## src/rtl/tsq_pkg.sv

```systemverilog
// Shared types and codes of the timestamp-bucketed event queue.
package tsq_pkg;

	typedef logic [2:0] status_t;

	localparam logic OP_INSERT  = 1'b0;
	localparam logic OP_PROCEED = 1'b1;

	localparam status_t ST_INSERTED   = 3'd0;
	localparam status_t ST_LATE       = 3'd1;
	localparam status_t ST_TIMES_FULL = 3'd2;
	localparam status_t ST_SLOT_FULL  = 3'd3;
	localparam status_t ST_DISPATCHED = 3'd4;
	localparam status_t ST_EMPTY      = 3'd5;

	// Port enables from the sequencer to the storage.
	typedef struct packed {
		logic ring_we;
		logic ring_re;
		logic tag_we;
		logic tag_re;
		logic free_we;
		logic free_re;
	} mem_ctl_t;

endpackage

```

## src/rtl/tsq_seq.sv

```systemverilog
// Sequencer of the event queue with its shared time comparator and result registers.
module tsq_seq #(
	parameter int MAX_TIMES           = 16,
	parameter int MAX_EVENTS_PER_TIME = 8,
	parameter int TIME_BITS           = 48,
	parameter int TAG_BITS            = 32,
	localparam int SW  = $clog2(MAX_TIMES),
	localparam int EW  = (MAX_EVENTS_PER_TIME > 1) ? $clog2(MAX_EVENTS_PER_TIME) : 1,
	localparam int ECW = $clog2(MAX_EVENTS_PER_TIME + 1),
	localparam int RW  = TIME_BITS + SW + ECW,
	localparam int TAW = SW + EW
) (
	input  logic                 clk,
	input  logic                 arst_n,
	input  logic                 start,
	input  logic                 operation,
	input  logic [TIME_BITS-1:0] event_time,
	input  logic [TAG_BITS-1:0]  event_tag,
	output logic                 busy,
	output logic                 result_valid,
	output tsq_pkg::status_t     status,
	output logic [TAG_BITS-1:0]  out_tag,
	output logic [TIME_BITS-1:0] now_time,
	output logic                 last,
	output logic                 queue_empty,
	output tsq_pkg::mem_ctl_t    mem_ctl,
	output logic [SW-1:0]        ring_addr,
	output logic [RW-1:0]        ring_wdata,
	input  logic [RW-1:0]        ring_rdata,
	output logic [TAW-1:0]       tag_addr,
	output logic [TAG_BITS-1:0]  tag_wdata,
	input  logic [TAG_BITS-1:0]  tag_rdata,
	output logic [SW-1:0]        free_waddr,
	output logic [SW-1:0]        free_raddr,
	output logic [SW-1:0]        free_wdata,
	input  logic [SW-1:0]        free_rdata
);

	localparam int CW  = $clog2(MAX_TIMES + 1);

	localparam logic [CW-1:0]  MAX_T   = CW'(MAX_TIMES);
	localparam logic [CW:0]    MAX_T_W = (CW+1)'(MAX_TIMES);
	localparam logic [SW-1:0]  LAST_SLOT = SW'(MAX_TIMES - 1);
	localparam logic [ECW-1:0] MAX_E   = ECW'(MAX_EVENTS_PER_TIME);

	localparam logic [2:0] S_IDLE  = 3'd0;
	localparam logic [2:0] S_SRD   = 3'd1;
	localparam logic [2:0] S_SCMP  = 3'd2;
	localparam logic [2:0] S_NEW   = 3'd3;
	localparam logic [2:0] S_HRD   = 3'd4;
	localparam logic [2:0] S_HWR   = 3'd5;
	localparam logic [2:0] S_PHEAD = 3'd6;
	localparam logic [2:0] S_DISP  = 3'd7;

	logic [2:0]           state_q, state_d;
	logic [TIME_BITS-1:0] time_q, time_d;
	logic [TAG_BITS-1:0]  tag_q, tag_d;
	logic [TIME_BITS-1:0] now_q, now_d;
	logic [CW-1:0]        count_q, count_d;
	logic [CW-1:0]        alloc_q, alloc_d;
	logic [SW-1:0]        head_q, head_d;
	logic [SW-1:0]        fhead_q, fhead_d;
	logic [SW-1:0]        ftail_q, ftail_d;
	logic [CW-1:0]        pos_q, pos_d;
	logic [CW-1:0]        sh_q, sh_d;
	logic [SW-1:0]        slot_q, slot_d;
	logic [ECW-1:0]       cnt_q, cnt_d;
	logic [EW-1:0]        idx_q, idx_d;

	logic                 rv_q, rv_d;
	tsq_pkg::status_t     st_q, st_d;
	logic [TAG_BITS-1:0]  otag_q, otag_d;
	logic                 last_q, last_d;

	logic [TIME_BITS-1:0] cmp_a, cmp_b;
	logic                 cmp_gt, cmp_eq;
	logic [CW-1:0]        ring_idx;
	logic [CW:0]          ring_sum;
	logic [TIME_BITS-1:0] e_time;
	logic [SW-1:0]        e_slot;
	logic [ECW-1:0]       e_cnt;
	logic [SW-1:0]        new_slot;
	logic                 disp_last;

	assign e_time = ring_rdata[RW-1 -: TIME_BITS];
	assign e_slot = ring_rdata[ECW +: SW];
	assign e_cnt  = ring_rdata[ECW-1:0];

	// The one magnitude comparator, shared by the late check and the table scan.
	assign cmp_gt = cmp_a > cmp_b;
	assign cmp_eq = cmp_a == cmp_b;

	// Logical table positions are offsets from the ring head.
	always_comb begin
		ring_sum = (CW+1)'(head_q) + (CW+1)'(ring_idx);
		if (ring_sum >= MAX_T_W) begin
			ring_addr = SW'(ring_sum - MAX_T_W);
		end else begin
			ring_addr = SW'(ring_sum);
		end
	end

	assign new_slot  = (alloc_q < MAX_T) ? alloc_q[SW-1:0] : free_rdata;
	assign disp_last = (ECW'(idx_q) + ECW'(1)) == cnt_q;
	assign free_waddr = ftail_q;
	assign free_raddr = fhead_q;
	assign free_wdata = e_slot;

	always_comb begin
		state_d    = state_q;
		time_d     = time_q;
		tag_d      = tag_q;
		now_d      = now_q;
		count_d    = count_q;
		alloc_d    = alloc_q;
		head_d     = head_q;
		fhead_d    = fhead_q;
		ftail_d    = ftail_q;
		pos_d      = pos_q;
		sh_d       = sh_q;
		slot_d     = slot_q;
		cnt_d      = cnt_q;
		idx_d      = idx_q;
		rv_d       = 1'b0;
		st_d       = st_q;
		otag_d     = otag_q;
		last_d     = last_q;
		mem_ctl    = '0;
		ring_idx   = pos_q;
		ring_wdata = {time_q, slot_q, cnt_q};
		tag_addr   = {slot_q, idx_q};
		tag_wdata  = tag_q;
		cmp_a      = e_time;
		cmp_b      = time_q;

		case (state_q)
			S_IDLE: begin
				ring_idx = '0;
				cmp_a    = event_time;
				cmp_b    = now_q;
				if (start) begin
					time_d = event_time;
					tag_d  = event_tag;
					pos_d  = '0;
					if (operation == tsq_pkg::OP_PROCEED) begin
						if (count_q == '0) begin
							rv_d   = 1'b1;
							st_d   = tsq_pkg::ST_EMPTY;
							otag_d = '0;
							last_d = 1'b1;
						end else begin
							mem_ctl.ring_re = 1'b1;
							state_d = S_PHEAD;
						end
					end else if (!cmp_gt) begin
						rv_d   = 1'b1;
						st_d   = tsq_pkg::ST_LATE;
						otag_d = '0;
						last_d = 1'b1;
					end else begin
						// Fetch a recycled slot now in case a new entry is opened.
						mem_ctl.free_re = 1'b1;
						state_d = S_SRD;
					end
				end
			end
			S_SRD: begin
				if (pos_q == count_q) begin
					state_d = S_NEW;
				end else begin
					mem_ctl.ring_re = 1'b1;
					state_d = S_SCMP;
				end
			end
			S_SCMP: begin
				if (cmp_eq) begin
					rv_d    = 1'b1;
					otag_d  = '0;
					last_d  = 1'b1;
					state_d = S_IDLE;
					if (e_cnt == MAX_E) begin
						st_d = tsq_pkg::ST_SLOT_FULL;
					end else begin
						st_d            = tsq_pkg::ST_INSERTED;
						mem_ctl.tag_we  = 1'b1;
						tag_addr        = {e_slot, e_cnt[EW-1:0]};
						mem_ctl.ring_we = 1'b1;
						ring_wdata      = {time_q, e_slot, e_cnt + ECW'(1)};
					end
				end else if (cmp_gt) begin
					state_d = S_NEW;
				end else begin
					pos_d   = pos_q + CW'(1);
					state_d = S_SRD;
				end
			end
			S_NEW: begin
				if (count_q == MAX_T) begin
					rv_d    = 1'b1;
					st_d    = tsq_pkg::ST_TIMES_FULL;
					otag_d  = '0;
					last_d  = 1'b1;
					state_d = S_IDLE;
				end else begin
					sh_d    = count_q;
					state_d = S_HRD;
				end
			end
			S_HRD: begin
				if (sh_q == pos_q) begin
					mem_ctl.ring_we = 1'b1;
					ring_wdata      = {time_q, new_slot, ECW'(1)};
					mem_ctl.tag_we  = 1'b1;
					tag_addr        = {new_slot, EW'(0)};
					count_d         = count_q + CW'(1);
					if (alloc_q < MAX_T) begin
						alloc_d = alloc_q + CW'(1);
					end else begin
						fhead_d = (fhead_q == LAST_SLOT) ? '0 : fhead_q + SW'(1);
					end
					rv_d    = 1'b1;
					st_d    = tsq_pkg::ST_INSERTED;
					otag_d  = '0;
					last_d  = 1'b1;
					state_d = S_IDLE;
				end else begin
					ring_idx        = sh_q - CW'(1);
					mem_ctl.ring_re = 1'b1;
					state_d         = S_HWR;
				end
			end
			S_HWR: begin
				// Move the entry just read one place toward the tail.
				ring_idx        = sh_q;
				ring_wdata      = ring_rdata;
				mem_ctl.ring_we = 1'b1;
				sh_d            = sh_q - CW'(1);
				state_d         = S_HRD;
			end
			S_PHEAD: begin
				now_d           = e_time;
				slot_d          = e_slot;
				cnt_d           = e_cnt;
				head_d          = (head_q == LAST_SLOT) ? '0 : head_q + SW'(1);
				count_d         = count_q - CW'(1);
				mem_ctl.free_we = 1'b1;
				ftail_d         = (ftail_q == LAST_SLOT) ? '0 : ftail_q + SW'(1);
				idx_d           = '0;
				mem_ctl.tag_re  = 1'b1;
				tag_addr        = {e_slot, EW'(0)};
				state_d         = S_DISP;
			end
			S_DISP: begin
				rv_d   = 1'b1;
				st_d   = tsq_pkg::ST_DISPATCHED;
				otag_d = tag_rdata;
				last_d = disp_last;
				if (disp_last) begin
					state_d = S_IDLE;
				end else begin
					idx_d          = idx_q + EW'(1);
					mem_ctl.tag_re = 1'b1;
					tag_addr       = {slot_q, idx_q + EW'(1)};
				end
			end
			default: begin
				state_d = S_IDLE;
			end
		endcase
	end

	always_ff @(posedge clk or negedge arst_n) begin
		if (!arst_n) begin
			state_q <= S_IDLE;
			now_q   <= '0;
			count_q <= '0;
			alloc_q <= '0;
			head_q  <= '0;
			fhead_q <= '0;
			ftail_q <= '0;
			rv_q    <= 1'b0;
		end else begin
			state_q <= state_d;
			now_q   <= now_d;
			count_q <= count_d;
			alloc_q <= alloc_d;
			head_q  <= head_d;
			fhead_q <= fhead_d;
			ftail_q <= ftail_d;
			rv_q    <= rv_d;
		end
	end

	always_ff @(posedge clk) begin
		time_q <= time_d;
		tag_q  <= tag_d;
		pos_q  <= pos_d;
		sh_q   <= sh_d;
		slot_q <= slot_d;
		cnt_q  <= cnt_d;
		idx_q  <= idx_d;
		st_q   <= st_d;
		otag_q <= otag_d;
		last_q <= last_d;
	end

	assign busy         = state_q != S_IDLE;
	assign result_valid = rv_q;
	assign status       = st_q;
	assign out_tag      = otag_q;
	assign last         = last_q;
	assign now_time     = now_q;
	assign queue_empty  = count_q == '0;

endmodule

```

## config.mk

```make
export PLATFORM = sky130hd
export DESIGN_NAME = tsq_seq
export DESIGN_NICKNAME = d
export VERILOG_FILES = /design/src/rtl/tsq_pkg.sv /design/src/rtl/tsq_seq.sv
export SDC_FILE = /design/constraint.sdc
export NUM_CORES = 1
export LEC_CHECK = 0
export BUFFER_PORTS_ARGS = -buffer_cell sky130_fd_sc_hd__buf_4
export CAP_MARGIN = 20
export CORE_UTILIZATION = 47
export DETAILED_ROUTE_END_ITERATION = 12
export GPL_ROUTABILITY_DRIVEN = 1
export PLACE_DENSITY = 0.75
export SETUP_SLACK_MARGIN = 0.15
export SLEW_MARGIN = 10
export SYNTH_ARGS = -nofsm -noshare
export SYNTH_HDL_FRONTEND = slang
export SYNTH_SLANG_ARGS = --single-unit
export TNS_END_PERCENT = 30
```

## constraint.sdc

```tcl
create_clock -name clk -period 4.85 [get_ports clk]
set_input_delay 0.485 -clock clk [delete_from_list [all_inputs] [get_ports clk]]
set_output_delay 0.485 -clock clk [all_outputs]
set_load 0.01 [all_outputs]
```

==> summary by stage <==
STA
Setup violations remaining at the end of the flow were counted as 0. At the pin with the least slew margin, the transition time is 0.987 ns. The maximum clock frequency is 220 MHz.

The tightest hold path in the finished design has a slack of between 0.1 and 0.15 ns. The hold violation count in the final report came to 0. Setup repair after global routing could not meet its margin everywhere. The final critical delay including setup and external delays is 4.54 ns. The final total negative setup slack is 0 ns.

The worst clock skew is about 0.022 ns. The ratio of final minimum period to clock period is 93.6%. Headroom to the max-slew limit came out at roughly 34%.

The max-slew violation count is 0.

GRT
The initial antenna violation count is 1. The maximum number of pins on one net before global-route repair is 66. The via count of the first global-routing pass was between 9000 and 10000. Global routing used between 20% and 30% of the available tracks. The first-pass GRT wire length is 53.0 mm.

Global routing finished with a remaining overflow of 0.

Setup path
STA classifies the critical path endpoint as a primary output. The worst path required time is roughly 4.4 ns. Data on the critical path arrives at its endpoint at roughly 4 ns.

The worst setup path is of the reg2out kind. The category of the worst setup path launch point is a flop. In this run the worst path has a maximum fanout of between 60 and 70. The reg2reg setup slack is slightly below 1 ns.

Logic synthesis
In the synthesized netlist the dominant register cell turns out to be sky130_fd_sc_hd__edfxtp_1. Counting flops with a built-in enable in the synthesized netlist gives 137. Counting flops with an async set or reset pin after synthesis yields a share of between 30% and 40%. When the netlist entered floorplanning its net count stood at between 1000 and 1500. For this run, the register share of the synthesized area comes to ~52%. Averaged over all synthesized cells, the footprint is around 9.7 µm². The distinct cell type count of the synthesized netlist is 61.

Synthesis produced ~1200 cells. During synthesis, Yosys emitted a total of 0 warnings. The flip-flop and latch count after synthesis is 211. The cell area after synthesis is around 12000 µm².

Routing
In the routed layout, each cell is associated on average with a via count of 5.39. The wire length after detailed routing is approximately 35 mm. The count of nets left with antenna violations once routing finished came out at 0. The routed layout has just over 10000 vias. The number of remaining DRC errors is 0. The detailed router finished its first iteration with between 700 and 800 violations. In the final routed layout, each cell accounts on average for ~19 µm. For this run, the detailed router's first-pass iteration total came to 5.

Clock tree
For this design, the sink count on the clock tree is around 210. The clock tree root buffer cell is sky130_fd_sc_hd__clkbuf_16. The H-tree depth is 1.

TritonCTS built the clock tree. The number of clock buffers added by TritonCTS is 25. The clock reaches the later pin of the worst-skew pair after 0.52 ns. Clock-pin slew was measured on the worst setup and hold paths at 0.06 ns. The clock passes through at most 3 buffers.

Status
The flow ran to the end, and the final reports show no timing, DRC or antenna violations.

Min path
The class of the tightest hold or removal check is in2reg.

Finish
With fillers left out, the area of the finished cells amounts to about 15000 µm². Compared with the post-synthesis result, the final layout area differs by 34.0%. The layout filler cell count is 1923.

Cells with a size suffix above 1 make up ~29% of the layout. The net count of the finished layout is 1798.

Floorplanning
The initial core utilization is around half. The floorplan step defined a die boundary enclosing ~25000 µm². Measured along the y axis, the die boundary spans 158 µm. After floorplanning, the core was sized to cover 23800 µm².

The initialized floorplan defines 56 standard-cell rows. For this design the top-level I/O count stands at 380. The die width is around 160 µm.

Placed design
The number of buffers inserted by port buffering is around 380. In this run the cell area measured after placement is 14700 µm². The post-DP HPWL is 25.5 mm. The final weighted congestion in routability-driven placement is 0.941.

Power
In this run the static leakage power is between 0.007 and 0.008 µW. The worst-case IR drop observed on VDD is roughly 270 µV. For this design the ratio of total power to cell area is around 260 nW/µm².

Flow run
The tool flagged a number of max-cap violations equal to 0.
-- worst max-delay path, cell delays in order (launching register included) --
cell and delay (ns):
sky130_fd_sc_hd__dfrtp_1 0.37, sky130_fd_sc_hd__or2_2 0.35, sky130_fd_sc_hd__nor2_4 0.14, sky130_fd_sc_hd__inv_4 0.14
sky130_fd_sc_hd__buf_12 0.24, sky130_fd_sc_hd__mux2i_1 0.17, sky130_fd_sc_hd__ha_1 0.34, sky130_fd_sc_hd__nand4_1 0.20
sky130_fd_sc_hd__nor4_4 0.31, sky130_fd_sc_hd__buf_4 0.18, sky130_fd_sc_hd__nand3_4 0.14, sky130_fd_sc_hd__nor2_8 0.19
sky130_fd_sc_hd__o21ai_4 0.10, sky130_fd_sc_hd__o2bb2ai_1 0.16, sky130_fd_sc_hd__a221o_1 0.29, sky130_fd_sc_hd__buf_4 0.15
-- stage by stage --
step	setup WS, ns	util (%)	power, µW	std cells
2_1_floorplan	0.824	-	2150	1190
3_3_place_gp	0.846	61.7	2400	1846
3_5_place_dp	0.783	61.7	2410	1846
4_1_cts	0.231	64.8	4090	1892
5_1_grt	0.121	64.9	4200	1895
6_report	0.311	64.9	4060	1895
-- power by group --
group / switching [µW] / total, µW / internal, µW
combinational: 181 / 370 / 189
clock: 724 / 1690 / 963
sequential: 23.3 / 2000 / 1980
-- registers in the layout (all words and copies together), names as in the netlist, 4 cells and up --
register	count
out_tag	32
now_time	48
sh_q	5
head_q	4
pos_q	5
tag_wdata	32
slot_q	4
alloc_q	5
free_raddr	4
cnt_q	4
free_waddr	4
count_q	5
time_q	48
-- synth_stat cells, drive strengths merged (10+ instances only) --
library cell,count,share of area [%]
nand2,481,16
edfxtp,137,36
dfrtp,74,16
ha,63,6.9
mux2i,54,4.7
clkbuf,40,1.3
and2,39,2.1
a21oi,36,1.6
nor2,34,1.3
o21ai,28,1.3
inv,21,0.69
nand3,18,0.89
xor2,17,1.3
buf,16,0.77
nand4,15,0.92
xnor2,15,1.1
a21o,10,0.65
-- repair_timing --
item,CTS,global route
hold endpoints to repair,32,0
buffers inserted,0,2
hold buffers,1,0
setup endpoints to repair,0,11
resized for setup,0,3
-- final timing paths --
path / end / start / depth (start not counted)
setup reg to reg: out_tag[17] / state_q[1] / 15
setup / recovery: tag_addr[6] / state_q[1] / 15
hold / removal: tag_wdata[31] / event_tag[31] / 1
hold reg to reg: now_time[38] / now_time[38] / 2
max in group asynchronous: alloc_q[4] / arst_n / 3
min in group asynchronous: now_time[4] / arst_n / 2
-- cells in the final DEF (no fill, tap or decap), types with 8 or more instances in the layout --
cell                        instances
sky130_fd_sc_hd__inv_1             18
sky130_fd_sc_hd__clkbuf_16         25
sky130_fd_sc_hd__xor2_1            17
sky130_fd_sc_hd__nand3_1           17
sky130_fd_sc_hd__a21oi_1           36
sky130_fd_sc_hd__o21ai_0           25
sky130_fd_sc_hd__clkbuf_1          11
sky130_fd_sc_hd__dfrtp_1           74
sky130_fd_sc_hd__a221o_1            8
sky130_fd_sc_hd__a21o_1            10
sky130_fd_sc_hd__ha_1              63
sky130_fd_sc_hd__nor2_1            31
sky130_fd_sc_hd__mux2i_1           54
sky130_fd_sc_hd__and2_1            38
sky130_fd_sc_hd__xnor2_1           15
sky130_fd_sc_hd__edfxtp_1         137
sky130_fd_sc_hd__buf_4            392
sky130_fd_sc_hd__nand2_1          479
sky130_fd_sc_hd__nand4_1           13
-- per-layer routing --
metal	GRT usage, %	vias to the layer above	share of wire (%)
li1	-	4821	-
met3	7.38	67	9.1
met1	34.3	4859	39
met2	45.7	471	49
met4	9.89	0	3.0
met5	0	-	0
-- cell families (layout without fill, tap and decap cells) --
logic type	Yosys count	after routing	synth area share, %
AO/OA/AOI/OAI	134	134	7.92
adder cells (fa/ha/maj)	65	65	7.20
AND/OR/NAND/NOR	615	615	22.9
other	0	1	0
flip-flops	211	211	51.9
multiplexers	56	56	4.90
XOR/XNOR	32	32	2.44
buffers and inverters	77	462	2.76
-- layout make-up --
class                      count  area [µm²]  share of cell area, %
tap                          319         399                   2.59
antenna                        1        2.50                 0.0162
multi-input combinational    902        5240                   34.0
clock buffer                  37         681                   4.42
clock inverter                 8        35.0                  0.227
sequential                   211        5970                   38.7
timing repair buffer         396        3000                   19.5
inverter                      21        82.6                  0.536
No activity file was read; power rests on OpenSTA's default activity.
